==> src/rtl/utf8ws_pkg.sv <==
// Shared constants and helpers for the UTF-8 code string whitespace checker.
// Holds the verdict codes, continuation byte range classes and the whitespace table.
// No dependencies; every other file refers to it by scoped names.
package utf8ws_pkg;

    // Width of a decoded code point.
    localparam int CP_W = 21;

    // Verdict codes given on the last byte of a string.
    localparam logic [2:0] VERDICT_VALID        = 3'd0;
    localparam logic [2:0] VERDICT_BAD_UTF8     = 3'd1;
    localparam logic [2:0] VERDICT_LEADING      = 3'd2;
    localparam logic [2:0] VERDICT_OTHER_WS     = 3'd3;
    localparam logic [2:0] VERDICT_DOUBLE_SPACE = 3'd4;
    localparam logic [2:0] VERDICT_TRAILING     = 3'd5;

    // Allowed range of the next continuation byte.
    localparam logic [1:0] CLASS_PLAIN      = 2'd0;
    localparam logic [1:0] CLASS_RAISED_LO  = 2'd1;
    localparam logic [1:0] CLASS_LOWERED_HI = 2'd2;

    localparam logic [CP_W-1:0] SPACE_CP = 21'h00020;

    // True for the listed whitespace code points other than the plain space.
    function automatic logic is_other_ws(input logic [CP_W-1:0] cp);
        return cp inside {
            21'h00009, 21'h0000A, 21'h0000B, 21'h0000C, 21'h0000D, 21'h00085,
            21'h000A0, 21'h01680, 21'h0180E, 21'h02000, 21'h02001, 21'h02002,
            21'h02003, 21'h02004, 21'h02005, 21'h02006, 21'h02007, 21'h02008,
            21'h02009, 21'h0200A, 21'h0200B, 21'h0200D, 21'h02028, 21'h02029,
            21'h0202F, 21'h0205F, 21'h02063, 21'h03000, 21'h03164, 21'h0FEFF
        };
    endfunction

endpackage

==> src/rtl/utf8_code_whitespace_checker_unit.sv <==
// Top level of the UTF-8 code string whitespace checker.
// Depends on utf8ws_pkg for verdict codes, range classes and the whitespace table.
// Holds the input register, decode and check logic, string state and result register.
//
//  Channel  | Handshake                 | Payload
//  ---------+---------------------------+------------------------------
//  input    | in_valid / in_stall       | text_byte[7:0], end_of_string
//  result   | out_valid / out_stall     | verdict[2:0]
//
// One byte enters per cycle unless stalled; a verdict registers as its last byte moves on.
// Throughput is set by the string state registers, updated once per byte in one pass.
// A stalled result holds the input register only when it carries a last byte.
// Reset clears the string state and both valid flags; no clearing pass is needed.
module utf8_code_whitespace_checker_unit (
    input  logic       clk,
    input  logic       rst_n,
    input  logic       in_valid,
    output logic       in_stall,
    input  logic [7:0] text_byte,
    input  logic       end_of_string,
    output logic       out_valid,
    input  logic       out_stall,
    output logic [2:0] verdict
);

    // Input register.
    logic       in_valid_reg;
    logic [7:0] byte_reg;
    logic       eos_reg;

    // String state.
    logic [1:0]                   pending_reg,  pending_next;
    logic [utf8ws_pkg::CP_W-1:0]  partial_reg,  partial_next;
    logic [1:0]                   class_reg,    class_next;
    logic [1:0]                   run_reg,      run_next;
    logic                         seen_reg,     seen_next;
    logic [2:0]                   error_reg,    error_next;

    // Result register.
    logic       out_valid_reg;
    logic [2:0] verdict_reg;
    logic [2:0] verdict_next;

    // Decode scratch.
    logic                         cp_done;
    logic [utf8ws_pkg::CP_W-1:0]  cp_value;
    logic [7:0]                   range_lo;
    logic [7:0]                   range_hi;
    logic [1:0]                   pending_dec;
    logic [1:0]                   run_upd;

    logic advance;
    logic in_xfer;
    logic out_xfer;

    // The held byte moves on unless it closes a string and the result slot is blocked.
    assign advance  = in_valid_reg && (!eos_reg || !out_valid_reg || !out_stall);
    assign in_stall = in_valid_reg && !advance;
    assign in_xfer  = in_valid && !in_stall;
    assign out_xfer = out_valid_reg && !out_stall;

    assign out_valid = out_valid_reg;
    assign verdict   = verdict_reg;

    // Continuation byte bounds for the current class.
    always_comb
    begin
        range_lo = 8'h80;
        range_hi = 8'hBF;
        if (class_reg == utf8ws_pkg::CLASS_RAISED_LO)
        begin
            range_lo = (pending_reg == 2'd3) ? 8'h90 : 8'hA0;
        end
        else if (class_reg == utf8ws_pkg::CLASS_LOWERED_HI)
        begin
            range_hi = (pending_reg == 2'd3) ? 8'h8F : 8'h9F;
        end
    end

    // Byte decode, code point checks and verdict for one held byte.
    always_comb
    begin
        pending_next = pending_reg;
        partial_next = partial_reg;
        class_next   = class_reg;
        run_next     = run_reg;
        seen_next    = seen_reg;
        error_next   = error_reg;
        cp_done      = 1'b0;
        cp_value     = partial_reg;
        pending_dec  = pending_reg - 2'd1;
        run_upd      = 2'd0;
        verdict_next = utf8ws_pkg::VERDICT_VALID;

        // Decode, skipped once an error has been latched.
        if (error_reg == utf8ws_pkg::VERDICT_VALID)
        begin
            if (pending_reg == 2'd0)
            begin
                if (byte_reg < 8'h80)
                begin
                    cp_done  = 1'b1;
                    cp_value = {13'd0, byte_reg};
                end
                else if (byte_reg inside {[8'hC2:8'hDF]})
                begin
                    pending_next = 2'd1;
                    partial_next = {16'd0, byte_reg[4:0]};
                    class_next   = utf8ws_pkg::CLASS_PLAIN;
                end
                else if (byte_reg inside {[8'hE0:8'hEF]})
                begin
                    pending_next = 2'd2;
                    partial_next = {17'd0, byte_reg[3:0]};
                    if (byte_reg == 8'hE0)
                        class_next = utf8ws_pkg::CLASS_RAISED_LO;
                    else if (byte_reg == 8'hED)
                        class_next = utf8ws_pkg::CLASS_LOWERED_HI;
                    else
                        class_next = utf8ws_pkg::CLASS_PLAIN;
                end
                else if (byte_reg inside {[8'hF0:8'hF4]})
                begin
                    pending_next = 2'd3;
                    partial_next = {18'd0, byte_reg[2:0]};
                    if (byte_reg == 8'hF0)
                        class_next = utf8ws_pkg::CLASS_RAISED_LO;
                    else if (byte_reg == 8'hF4)
                        class_next = utf8ws_pkg::CLASS_LOWERED_HI;
                    else
                        class_next = utf8ws_pkg::CLASS_PLAIN;
                end
                else
                begin
                    error_next = utf8ws_pkg::VERDICT_BAD_UTF8;
                end
            end
            else if (byte_reg < range_lo || byte_reg > range_hi)
            begin
                error_next = utf8ws_pkg::VERDICT_BAD_UTF8;
            end
            else
            begin
                partial_next = {partial_reg[14:0], byte_reg[5:0]};
                pending_next = pending_dec;
                class_next   = utf8ws_pkg::CLASS_PLAIN;
                cp_done      = (pending_dec == 2'd0);
                cp_value     = {partial_reg[14:0], byte_reg[5:0]};
            end
        end

        // Whitespace rules on a completed code point, first failing rule wins.
        if (cp_done)
        begin
            if (cp_value == utf8ws_pkg::SPACE_CP)
                run_upd = (run_reg == 2'd2) ? 2'd2 : run_reg + 2'd1;
            else
                run_upd = 2'd0;
            run_next = run_upd;
            if (run_upd != 2'd0 && !seen_reg)
            begin
                error_next = utf8ws_pkg::VERDICT_LEADING;
            end
            else if (utf8ws_pkg::is_other_ws(cp_value))
            begin
                error_next = utf8ws_pkg::VERDICT_OTHER_WS;
            end
            else
            begin
                seen_next = 1'b1;
                if (run_upd == 2'd2)
                    error_next = utf8ws_pkg::VERDICT_DOUBLE_SPACE;
            end
        end

        // Last byte: give the verdict and start a fresh string.
        if (eos_reg)
        begin
            if (error_next != utf8ws_pkg::VERDICT_VALID)
                verdict_next = error_next;
            else if (pending_next != 2'd0)
                verdict_next = utf8ws_pkg::VERDICT_BAD_UTF8;
            else if (run_next != 2'd0)
                verdict_next = utf8ws_pkg::VERDICT_TRAILING;
            else
                verdict_next = utf8ws_pkg::VERDICT_VALID;
            pending_next = 2'd0;
            partial_next = '0;
            class_next   = utf8ws_pkg::CLASS_PLAIN;
            run_next     = 2'd0;
            seen_next    = 1'b0;
            error_next   = utf8ws_pkg::VERDICT_VALID;
        end
    end

    // Input register: refills whenever the held byte moves on or the slot is empty.
    always_ff @(posedge clk or negedge rst_n)
    begin
        if (!rst_n)
        begin
            in_valid_reg <= 1'b0;
        end
        else if (!in_stall)
        begin
            in_valid_reg <= in_valid;
        end
    end

    always_ff @(posedge clk)
    begin
        if (in_xfer)
        begin
            byte_reg <= text_byte;
            eos_reg  <= end_of_string;
        end
    end

    // String state update, one byte per cycle while the held byte moves on.
    always_ff @(posedge clk or negedge rst_n)
    begin
        if (!rst_n)
        begin
            pending_reg <= 2'd0;
            partial_reg <= '0;
            class_reg   <= utf8ws_pkg::CLASS_PLAIN;
            run_reg     <= 2'd0;
            seen_reg    <= 1'b0;
            error_reg   <= utf8ws_pkg::VERDICT_VALID;
        end
        else if (advance)
        begin
            pending_reg <= pending_next;
            partial_reg <= partial_next;
            class_reg   <= class_next;
            run_reg     <= run_next;
            seen_reg    <= seen_next;
            error_reg   <= error_next;
        end
    end

    // Result register.
    always_ff @(posedge clk or negedge rst_n)
    begin
        if (!rst_n)
        begin
            out_valid_reg <= 1'b0;
        end
        else if (advance && eos_reg)
        begin
            out_valid_reg <= 1'b1;
        end
        else if (out_xfer)
        begin
            out_valid_reg <= 1'b0;
        end
    end

    always_ff @(posedge clk)
    begin
        if (advance && eos_reg)
        begin
            verdict_reg <= verdict_next;
        end
    end

    // A last byte that moves on always leaves a verdict waiting.
    assert property (@(posedge clk) disable iff (!rst_n)
        (advance && eos_reg) |=> out_valid_reg)
        else $error("verdict lost after last byte");

    // With no continuation pending the range class is plain.
    assert property (@(posedge clk) disable iff (!rst_n)
        (pending_reg == 2'd0) |-> (class_reg == utf8ws_pkg::CLASS_PLAIN))
        else $error("range class set with nothing pending");

    // A space run before any other character must have latched an error.
    assert property (@(posedge clk) disable iff (!rst_n)
        (!seen_reg && error_reg == utf8ws_pkg::VERDICT_VALID) |-> (run_reg == 2'd0))
        else $error("leading space not flagged");

    // The space run saturates at two and latched errors stay within the codes.
    assert property (@(posedge clk) disable iff (!rst_n)
        (run_reg != 2'd3) && (error_reg <= utf8ws_pkg::VERDICT_TRAILING))
        else $error("string state out of range");

    // The input side stalls only while a byte is held.
    assert property (@(posedge clk) disable iff (!rst_n)
        in_stall |-> (in_valid_reg && eos_reg && out_valid_reg))
        else $error("input stalled without cause");

endmodule
==> config.mk <==
export PLATFORM = sky130hd
export DESIGN_NAME = utf8_code_whitespace_checker_unit
export DESIGN_NICKNAME = d
export VERILOG_FILES = /design/src/rtl/utf8ws_pkg.sv /design/src/rtl/utf8_code_whitespace_checker_unit.sv
export SDC_FILE = /design/constraint.sdc
export NUM_CORES = 1
export LEC_CHECK = 0
export BUFFER_PORTS_ARGS = -buffer_cell sky130_fd_sc_hd__buf_2
export CAP_MARGIN = 20
export CORE_ASPECT_RATIO = 1.5
export CORE_UTILIZATION = 40
export CTS_CLUSTER_SIZE = 28
export DETAILED_ROUTE_END_ITERATION = 8
export PLACE_DENSITY = 0.54
export SKIP_CTS_REPAIR_TIMING = 1
export SLEW_MARGIN = 20
export SYNTH_ARGS = -nofsm -noshare
export SYNTH_HDL_FRONTEND = slang
export SYNTH_SLANG_ARGS = --single-unit
==> constraint.sdc <==
create_clock -name clk -period 4.7 [get_ports clk]
set_input_delay 0.47 -clock clk [delete_from_list [all_inputs] [get_ports clk]]
set_output_delay 0.47 -clock clk [all_outputs]
set_load 0.05 [all_outputs]
Word-level counts from Yosys, hierarchy flattened. Index checks and enable logic that the tools add are counted.

Add/subtract/negate cells: 2. Order comparisons: 9. Equal/unequal tests: 45. Muxes and demuxes: 66. Reduce and logical (&&, ||, !) cells: 32.

Operators with widths (number): $eq 21x14->1 const B (20); $mux 21 (11); $eq 21x4->1 const B (5); $mux 2 (25); $mux 3 (15); $eq 21x13->1 const B (2); $eq 21x8->1 const B (2); $eq 8x8->1 const B (4); $reduce_bool 30->1 (1); $ge 8x8->1 const B (3); $le 8x8->1 const B (3); $eq 21x16->1 const B (1); $eq 21x6->1 const B (1); $mux 6 (3); $reduce_bool 2->1 (6); $mux 1 (10); $logic_and 1x1->1 (9); $eq 2x2->1 const B (4); $gt 8x8->1 (1); $lt 8x8->1 (1); $lt 8x8->1 const B (1); $mux 8 (1); $reduce_and 4->1 (2); $logic_not 1->1 (6); other kinds (12) (17).

Register bits after elaboration: 45.

Longest topological paths before layout. Gate-level depths: netlist (run 1).

Word-level depth: 19. Mapped depth: 14.

Worst setup path after synthesis (run 1). OpenSTA, ideal clock, no wires.

Kind: reg2reg. Start point: reg pending_reg[0]. End point: reg verdict_reg[0], in the netlist verdict[0] (data pin). Setup time: 0.152 ns. Data arrival time: 3.407 ns. Data required time: 4.548 ns. Setup slack: 1.141 ns. Cell stages (with the launch flop): 14. Clock period less this slack: 3.559 ns. Cells stage by stage: dfrtp_1 ha_1 or3b_2 ha_1 a211o_1 and3_1 buf_6 or3_4 a211oi_1 o211ai_1 a21oi_1 nor4_1 o31a_1 o22ai_1.

Longest elaborated chain between the ends: 19. Elaborated cells on any way between the ends: 76. Classes of those cells: add/sub (1); order compare (2); eq/ne (33); mux (31); reduce/logical (9).

Ends and longest elaborated chain: from (decl) (RTL line utf8_code_whitespace_checker_unit.sv:32) `logic [1:0] pending_reg, pending_next;`; from (signal assigned) (RTL line utf8_code_whitespace_checker_unit.sv:232) `pending_reg <= pending_next;`; $eq 2x2->1 (RTL line utf8_code_whitespace_checker_unit.sv:72, utf8_code_whitespace_checker_unit.sv:76); $mux 5 (RTL line utf8_code_whitespace_checker_unit.sv:76) `range_hi = (pending_reg == 2'd3) ? 8'h8F : 8'h9F;`; $mux 6 (RTL line utf8_code_whitespace_checker_unit.sv:74) `else if (class_reg == utf8ws_pkg::CLASS_LOWERED_HI)`; $mux 8 (RTL line utf8_code_whitespace_checker_unit.sv:70) `if (class_reg == utf8ws_pkg::CLASS_RAISED_LO)`; $gt 8x8->1 (RTL line utf8_code_whitespace_checker_unit.sv:138) `else if (byte_reg < range_lo || byte_reg > range_hi)`; $logic_or 1x1->1 (RTL line utf8_code_whitespace_checker_unit.sv:138); $mux 21; $mux 21 (RTL line utf8_code_whitespace_checker_unit.sv:98) `if (pending_reg == 2'd0)`; (+3 left out); $mux 2 (RTL line utf8_code_whitespace_checker_unit.sv:153) `if (cp_done)`; $eq 2x2->1 (RTL line utf8_code_whitespace_checker_unit.sv:171) `if (run_upd == 2'd2)`; $mux 3 (RTL line utf8_code_whitespace_checker_unit.sv:171); $mux 3 (RTL line utf8_code_whitespace_checker_unit.sv:164) `else if (utf8ws_pkg::is_other_ws(cp_value))`; $mux 3 (RTL line utf8_code_whitespace_checker_unit.sv:160) `if (run_upd != 2'd0 && !seen_reg)`; $mux 3 (RTL line utf8_code_whitespace_checker_unit.sv:153); $reduce_bool 3->1 (RTL line utf8_code_whitespace_checker_unit.sv:179) `if (error_next != utf8ws_pkg::VERDICT_VALID)`; $mux 3 (*) (RTL line utf8_code_whitespace_checker_unit.sv:179); to (signal assigned) (RTL line utf8_code_whitespace_checker_unit.sv:262) `verdict_reg <= verdict_next;`; to (decl) (RTL line utf8_code_whitespace_checker_unit.sv:41) `logic [2:0] verdict_reg;`.

Every way passes the cells marked *; elsewhere a longest branch is shown, timed or not. The select of a mux whose other input is x is not followed. A chain may end at the register's enable or synchronous reset.

Worst setup path in the final report (run 1). Ends and elaborated chain as after synthesis.

==> results of run 1 <==
[layer usage]
layer	wire [um]	global-route usage, %
met5	0	0
met4	523	15.1
met3	372	2.89
met2	5600	45.9
met1	4220	28.9
[worst paths after layout]
kind / cells past startpoint / slack (ns) / end
max: 12 / 0.57 / verdict[0]
max reg2reg: 12 / 0.57 / verdict[0]
max in group asynchronous: 1 / 3.96 / seen_reg
min reg2reg: 1 / 0.50 / partial_reg[20]
min: 1 / 0.25 / partial_reg[2]
min in group clk: 1 / 0.35 / eos_reg
[area by class of cell]
cell class	instances	area, um2
sequential	45	1190
tap	107	134
fill	870	4680
clock inverter	3	17.5
multi-input combinational	305	2140
clock buffer	5	125
inverter	14	52.6
timing repair buffer	22	123
[cells in the final DEF (no fill, tap or decap), types with 4 or more instances in the layout]
cell type	synthesis	layout
nand3_1	13	13
buf_2	3	17
o21ai_0	19	19
nand2_1	27	27
inv_1	14	14
nor4_1	7	7
clkbuf_16	0	5
buf_4	1	5
a211oi_1	4	4
a31oi_1	4	4
and3_1	4	4
nor2_1	33	33
dfrtp_1	33	33
and2_1	6	6
mux2i_1	9	9
o22ai_1	7	7
nand4b_1	6	6
a21oi_1	17	17
nand2b_1	11	11
nand4_1	9	9
nor3_1	19	19
o211ai_1	6	6
o31ai_1	6	6
ha_1	7	7
edfxtp_1	12	12
a32oi_1	4	4
a22o_1	21	21
[report_power, final]
group / leakage, nW / switching (mW) / internal [mW]
registers: 0.569 / 0.0596 / 0.430
clock network: 0.0712 / 0.150 / 0.195
logic: 0.778 / 0.313 / 0.173
total: 1.42 / 0.522 / 0.798
[cell families after synthesis]
| family | after synthesis |
|---|---|
| adders and majority gates | 7 |
| DFF | 45 |
| and+or+nand+nor | 159 |
| AOI/OAI and AO/OA | 129 |
| muxes | 10 |
| buffers and inverters | 40 |
[critical path, delay by kind of cell (launching register included)]
kind,cells,cell delay [ns]
adders and majority gates,2,0.59
DFF,1,0.43
and+or+nand+nor,5,1.59
AOI/OAI and AO/OA,5,1.36
[per-stage QoR]
step | std cells | total power [mW] | worst slack, ns
2_1_floorplan | 390 | 0.848 | 1.14
3_5_place_dp | 493 | 0.976 | 0.599
5_1_grt | 501 | 1.39 | 0.322
6_report | 501 | 1.32 | 0.574
4_1_cts | 501 | 1.32 | 0.576
3_3_place_gp | 493 | 0.978 | 0.657
==> results.sh, run 1 <==
export IMPL_status="finished, final reports clean"
export IMPL_synth_area_per_cell_um2=9.00
export IMPL_ioPinCount=18
export IMPL_crit_path_max_fanout=10
export IMPL_drc=0
export IMPL_synth_top_area_share_pct=23.5
export IMPL_finalHoldViolations=0
export IMPL_wl_mm=10.7
export IMPL_hp_class="in2async"
export IMPL_ys_ff_latch=45
export IMPL_skew_ns=0.00454
export IMPL_critPathSlowestCell="or3b_2"
export IMPL_worst_pin_slew_ns=0.778
export IMPL_crit_required_ns=4.84
export IMPL_diodes=0
export IMPL_initial_core_util_pct=41.4
export IMPL_clk_pin_slew_ns=0.06
export IMPL_yosysWarnings=0
export IMPL_finalCritPeriodShare_pct=87.8
export IMPL_placed_area_um2=3640
export IMPL_grt_use_total_pct=25.5
export IMPL_critPathKind="reg2reg"
export IMPL_ys_types=76
export IMPL_mappedNetlistNets=410
export IMPL_synthSimpleGateAreaFrac_pct=25.9
export IMPL_fin_util_pct=44.7
export IMPL_finalSetupTns_ns=0
export IMPL_synth_top_area_cell="dfrtp_1"
export IMPL_slowest_delay_ns=0.48
export IMPL_num_vias=3191
export IMPL_htree_levels=2
export IMPL_grt_overflow=0
export IMPL_synth_edf_count=12
export IMPL_drv_slew=0
export IMPL_syn_inst=390
export IMPL_via_per_inst=6.37
export IMPL_die_area_um2=9160
export IMPL_place_hpwl_mm=8.22
export IMPL_fp_dieH_um=117
export IMPL_drive_gt1_share_pct=15.0
export IMPL_startpoint="pending_reg[0]"
export IMPL_drtPass1Iterations=5
export IMPL_drt_iter0_markers=252
export IMPL_hold_slack_ns=0.253
export IMPL_synthFlopType="dfrtp_1"
export IMPL_setup_viol=0
export IMPL_yosys_area_share_xor_xnor_pct=0
export IMPL_synth_top_family_by_area="compound AO/OA/AOI/OAI gates"
export IMPL_cts_buffers=5
export IMPL_async_reset_ff_share_pct=73.3
export IMPL_cts_tree="yes"
export IMPL_grt_start_max_net_pins=34
export IMPL_period_minus_slack_ns=4.13
export IMPL_p_leak_nw=1.42
export IMPL_wl_per_cell_um=21.4
export IMPL_synthTopCellsByArea="dfrtp_1 24%, edfxtp_1 10%, a22o_1 5.2%"
export IMPL_path_cells="ha_1 > or3b_2 > ha_1 > a21oi_2 > nand2b_1 > a31oi_1 > or2_1 > nand2b_1 > a211oi_2 > nor4_1 > o31a_1 > o22ai_1"
export IMPL_cts_buffer_depth=2
export IMPL_cts_root_buf="clkbuf_16"
export IMPL_startpoint_type="flop"
export IMPL_ant_nets=0
export IMPL_fp_row_count=41
export IMPL_synth_mux_area_fraction_pct=2.89
export IMPL_synth_common_cells="33 x dfrtp_1, 33 x nor2_1, 27 x nand2_1"
export IMPL_cp_end_kind="flop"
export IMPL_port_buffers=17
export IMPL_fin_nets=413
export IMPL_netlist_area_um2=3510
export IMPL_fmax_mhz=242
export IMPL_synthAdderAreaFrac_pct=2.50
export IMPL_grt_pass1_wl_mm=17.6
export IMPL_largest_reg_flops=21
export IMPL_powerDensity_nw_per_um2=349
export IMPL_ir_worst_vdd_mv=0.171
export IMPL_areaGrowthSynthToFinish_pct=7.74
export IMPL_cts_sinks=45
export IMPL_place_gp_congestion=0.976
export IMPL_clock_latency_ns=0.30
export IMPL_antenna_found_initial=0
export IMPL_drv_cap=0
export IMPL_critPathArrivalTime_ns=4.27
export IMPL_design_area_um2=3780
export IMPL_max_slew_margin_rel_pct=48.1
export IMPL_synth_seq_area_share_pct=33.8
export IMPL_reg2reg_from="pending_reg[0]"
export IMPL_core_um2=8460
export IMPL_grt_pass1_vias=3224
export IMPL_synth_compound_area_share_pct=29.8
export IMPL_rsz0062_at_grt="false"
export IMPL_die_width_um=78.5
Note: power is estimated with default switching activity, not from simulation.
==> run 2: changes to the inputs <==
--- a/config.mk
+++ b/config.mk
@@ -8,10 +8,10 @@
 export BUFFER_PORTS_ARGS = -buffer_cell sky130_fd_sc_hd__buf_2
 export CAP_MARGIN = 20
 export CORE_ASPECT_RATIO = 1.5
-export CORE_UTILIZATION = 40
+export CORE_UTILIZATION = 50
 export CTS_CLUSTER_SIZE = 28
 export DETAILED_ROUTE_END_ITERATION = 8
-export PLACE_DENSITY = 0.54
+export PLACE_DENSITY = 0.65
 export SKIP_CTS_REPAIR_TIMING = 1
 export SLEW_MARGIN = 20
 export SYNTH_ARGS = -nofsm -noshare
==> results.sh, run 2 (same netlist as run 1, synthesis figures left out) <==
export IMPL_cts_tree="yes"
export IMPL_port_buffers=17
export IMPL_antenna_found_initial=0
export IMPL_clk_pin_slew_ns=0.09
export IMPL_ant_nets=0
export IMPL_period_minus_slack_ns=4.20
export IMPL_cp_endpoint="verdict[0]"
export IMPL_rsz0062_at_grt="false"
export IMPL_num_vias=3207
export IMPL_cp_end_kind="flop"
export IMPL_htree_levels=2
export IMPL_cts_root_buf="clkbuf_8"
export IMPL_die_area_um2=7360
export IMPL_drv_cap=0
export IMPL_grt_pass1_vias=3142
export IMPL_finalCritPeriodShare_pct=89.3
export IMPL_largest_reg_flops=21
export IMPL_multiInputGateArea_um2=2140
export IMPL_nFillCells=614
export IMPL_place_gp_congestion=0.999
export IMPL_grt_pass1_wl_mm=16.8
export IMPL_core_um2=6810
export IMPL_drt_iter0_markers=316
export IMPL_wl_per_cell_um=21.7
export IMPL_crit_path_max_fanout=12
export IMPL_finalSetupTns_ns=0
export IMPL_design_area_um2=3710
export IMPL_ir_worst_vdd_mv=0.198
export IMPL_grt_start_max_net_pins=34
export IMPL_drtPass1Iterations=5
export IMPL_cts_sinks=45
export IMPL_fmax_mhz=238
export IMPL_worst_pin_slew_ns=0.744
export IMPL_startpoint_type="flop"
export IMPL_p_leak_nw=1.40
export IMPL_powerDensity_nw_per_um2=338
export IMPL_crit_required_ns=4.76
export IMPL_grt_use_total_pct=29.4
export IMPL_p_sw_share_pct=39.5
export IMPL_r2r_end="verdict[0]"
export IMPL_clock_latency_ns=0.31
export IMPL_fp_dieH_um=105
export IMPL_critPathKind="reg2reg"
export IMPL_cts_buffers=5
export IMPL_seq_power_share_pct=38.9
export IMPL_drive_gt1_share_pct=15.0
export IMPL_setup_slack_ns=0.501
export IMPL_placed_area_um2=3600
export IMPL_place_hpwl_mm=7.84
export IMPL_p_int_mw=0.759
export IMPL_cts_buffer_depth=2
export IMPL_max_slew_margin_rel_pct=50.4
export IMPL_hp_class="in2async"
export IMPL_areaGrowthSynthToFinish_pct=5.78
export IMPL_reg2reg_from="pending_reg[0]"
export IMPL_setup_viol=0
export IMPL_drv_slew=0
export IMPL_ioPinCount=18
export IMPL_diodes=0
export IMPL_startpoint="pending_reg[0]"
export IMPL_skew_ns=0.0105
export IMPL_grt_overflow=0
export IMPL_status="finished, final reports clean"
export IMPL_final_cell_mix="33 x nor2_1, 33 x dfrtp_1, 27 x nand2_1"
export IMPL_pwr_share_comb_pct=37.6
export IMPL_drc=0
export IMPL_fin_nets=413
export IMPL_via_per_inst=6.79
export IMPL_fp_row_count=37
export IMPL_r2r_slack_ns=0.50
export IMPL_clkPwrFrac_pct=23.5
export IMPL_r2r_cells=12
export IMPL_die_width_um=70.4
export IMPL_seqCellArea_um2=1190
export IMPL_finalHoldViolations=0
export IMPL_initial_core_util_pct=51.6
export IMPL_critPathArrivalTime_ns=4.26
export IMPL_wl_mm=10.3
export IMPL_p_sw_mw=0.496
export IMPL_dp_slack_ns=0.578
## run 2: cell types whose count changed in the layout (fill, tap and decap cells not counted)
cell / previous run / this run
clkinv_2: 1 / 0
bufinv_16: 0 / 1
clkbuf_16: 5 / 0
clkbuf_8: 0 / 5
clkinv_4: 1 / 0
clkinvlp_4: 0 / 1
## run 2: layout make-up
| class | instances | area share [%] |
|---|---|---|
| sequential | 45 | 32.0 |
| clock buffer | 5 | 1.85 |
| inverter | 14 | 1.42 |
| multi-input combinational | 305 | 57.7 |
| clock inverter | 3 | 1.11 |
| timing repair buffer | 22 | 3.30 |
| tap | 78 | 2.63 |
## run 2: worst max-delay path: stages, from the launching register on
cell,delay (ns)
dfrtp_1,0.44
ha_1,0.27
or3b_2,0.48
ha_1,0.32
a211o_1,0.29
and3_1,0.37
o21ai_1,0.47
a21oi_1,0.12
o31ai_1,0.27
a21oi_1,0.13
nor4_1,0.45
o31a_1,0.24
o22ai_1,0.09
## run 2: per-layer routing
layer	wire length, um	track usage, %	part of all wire (%)	vias to the layer above
met5	0	0	0	-
met4	574	17.0	5.6	0
met3	409	3.76	4.0	41
met2	5220	50.8	51	137
met1	4060	34.2	40	1515
li1	-	-	-	1514
## run 2: worst min-delay path by stage
stage | endpoint | cells after the start
after floorplan | class_reg[0] | 0
after global placement | partial_reg[17] | 1
after detailed placement | partial_reg[17] | 1
after CTS | partial_reg[2] | 1
after global routing | partial_reg[0] | 1
final | partial_reg[2] | 1
## run 2: stage by stage
step	hold WS, ns	power [mW]	util (%)	std cells
after floorplan	0.174	0.848	-	390
after global placement	0.477	0.957	52.9	464
after detailed placement	0.475	0.959	52.9	464
after CTS	0.240	1.26	54.5	472
after global routing	0.279	1.32	54.5	472
final	0.213	1.25	54.5	472
## run 2: power by group through the flow
stage	registers [mW]	logic, mW	clock network (mW)
after global routing	0.493	0.517	0.314
after global placement	0.494	0.463	0
after floorplan	0.469	0.379	0
after CTS	0.486	0.466	0.305
final	0.488	0.472	0.295
after detailed placement	0.494	0.464	0
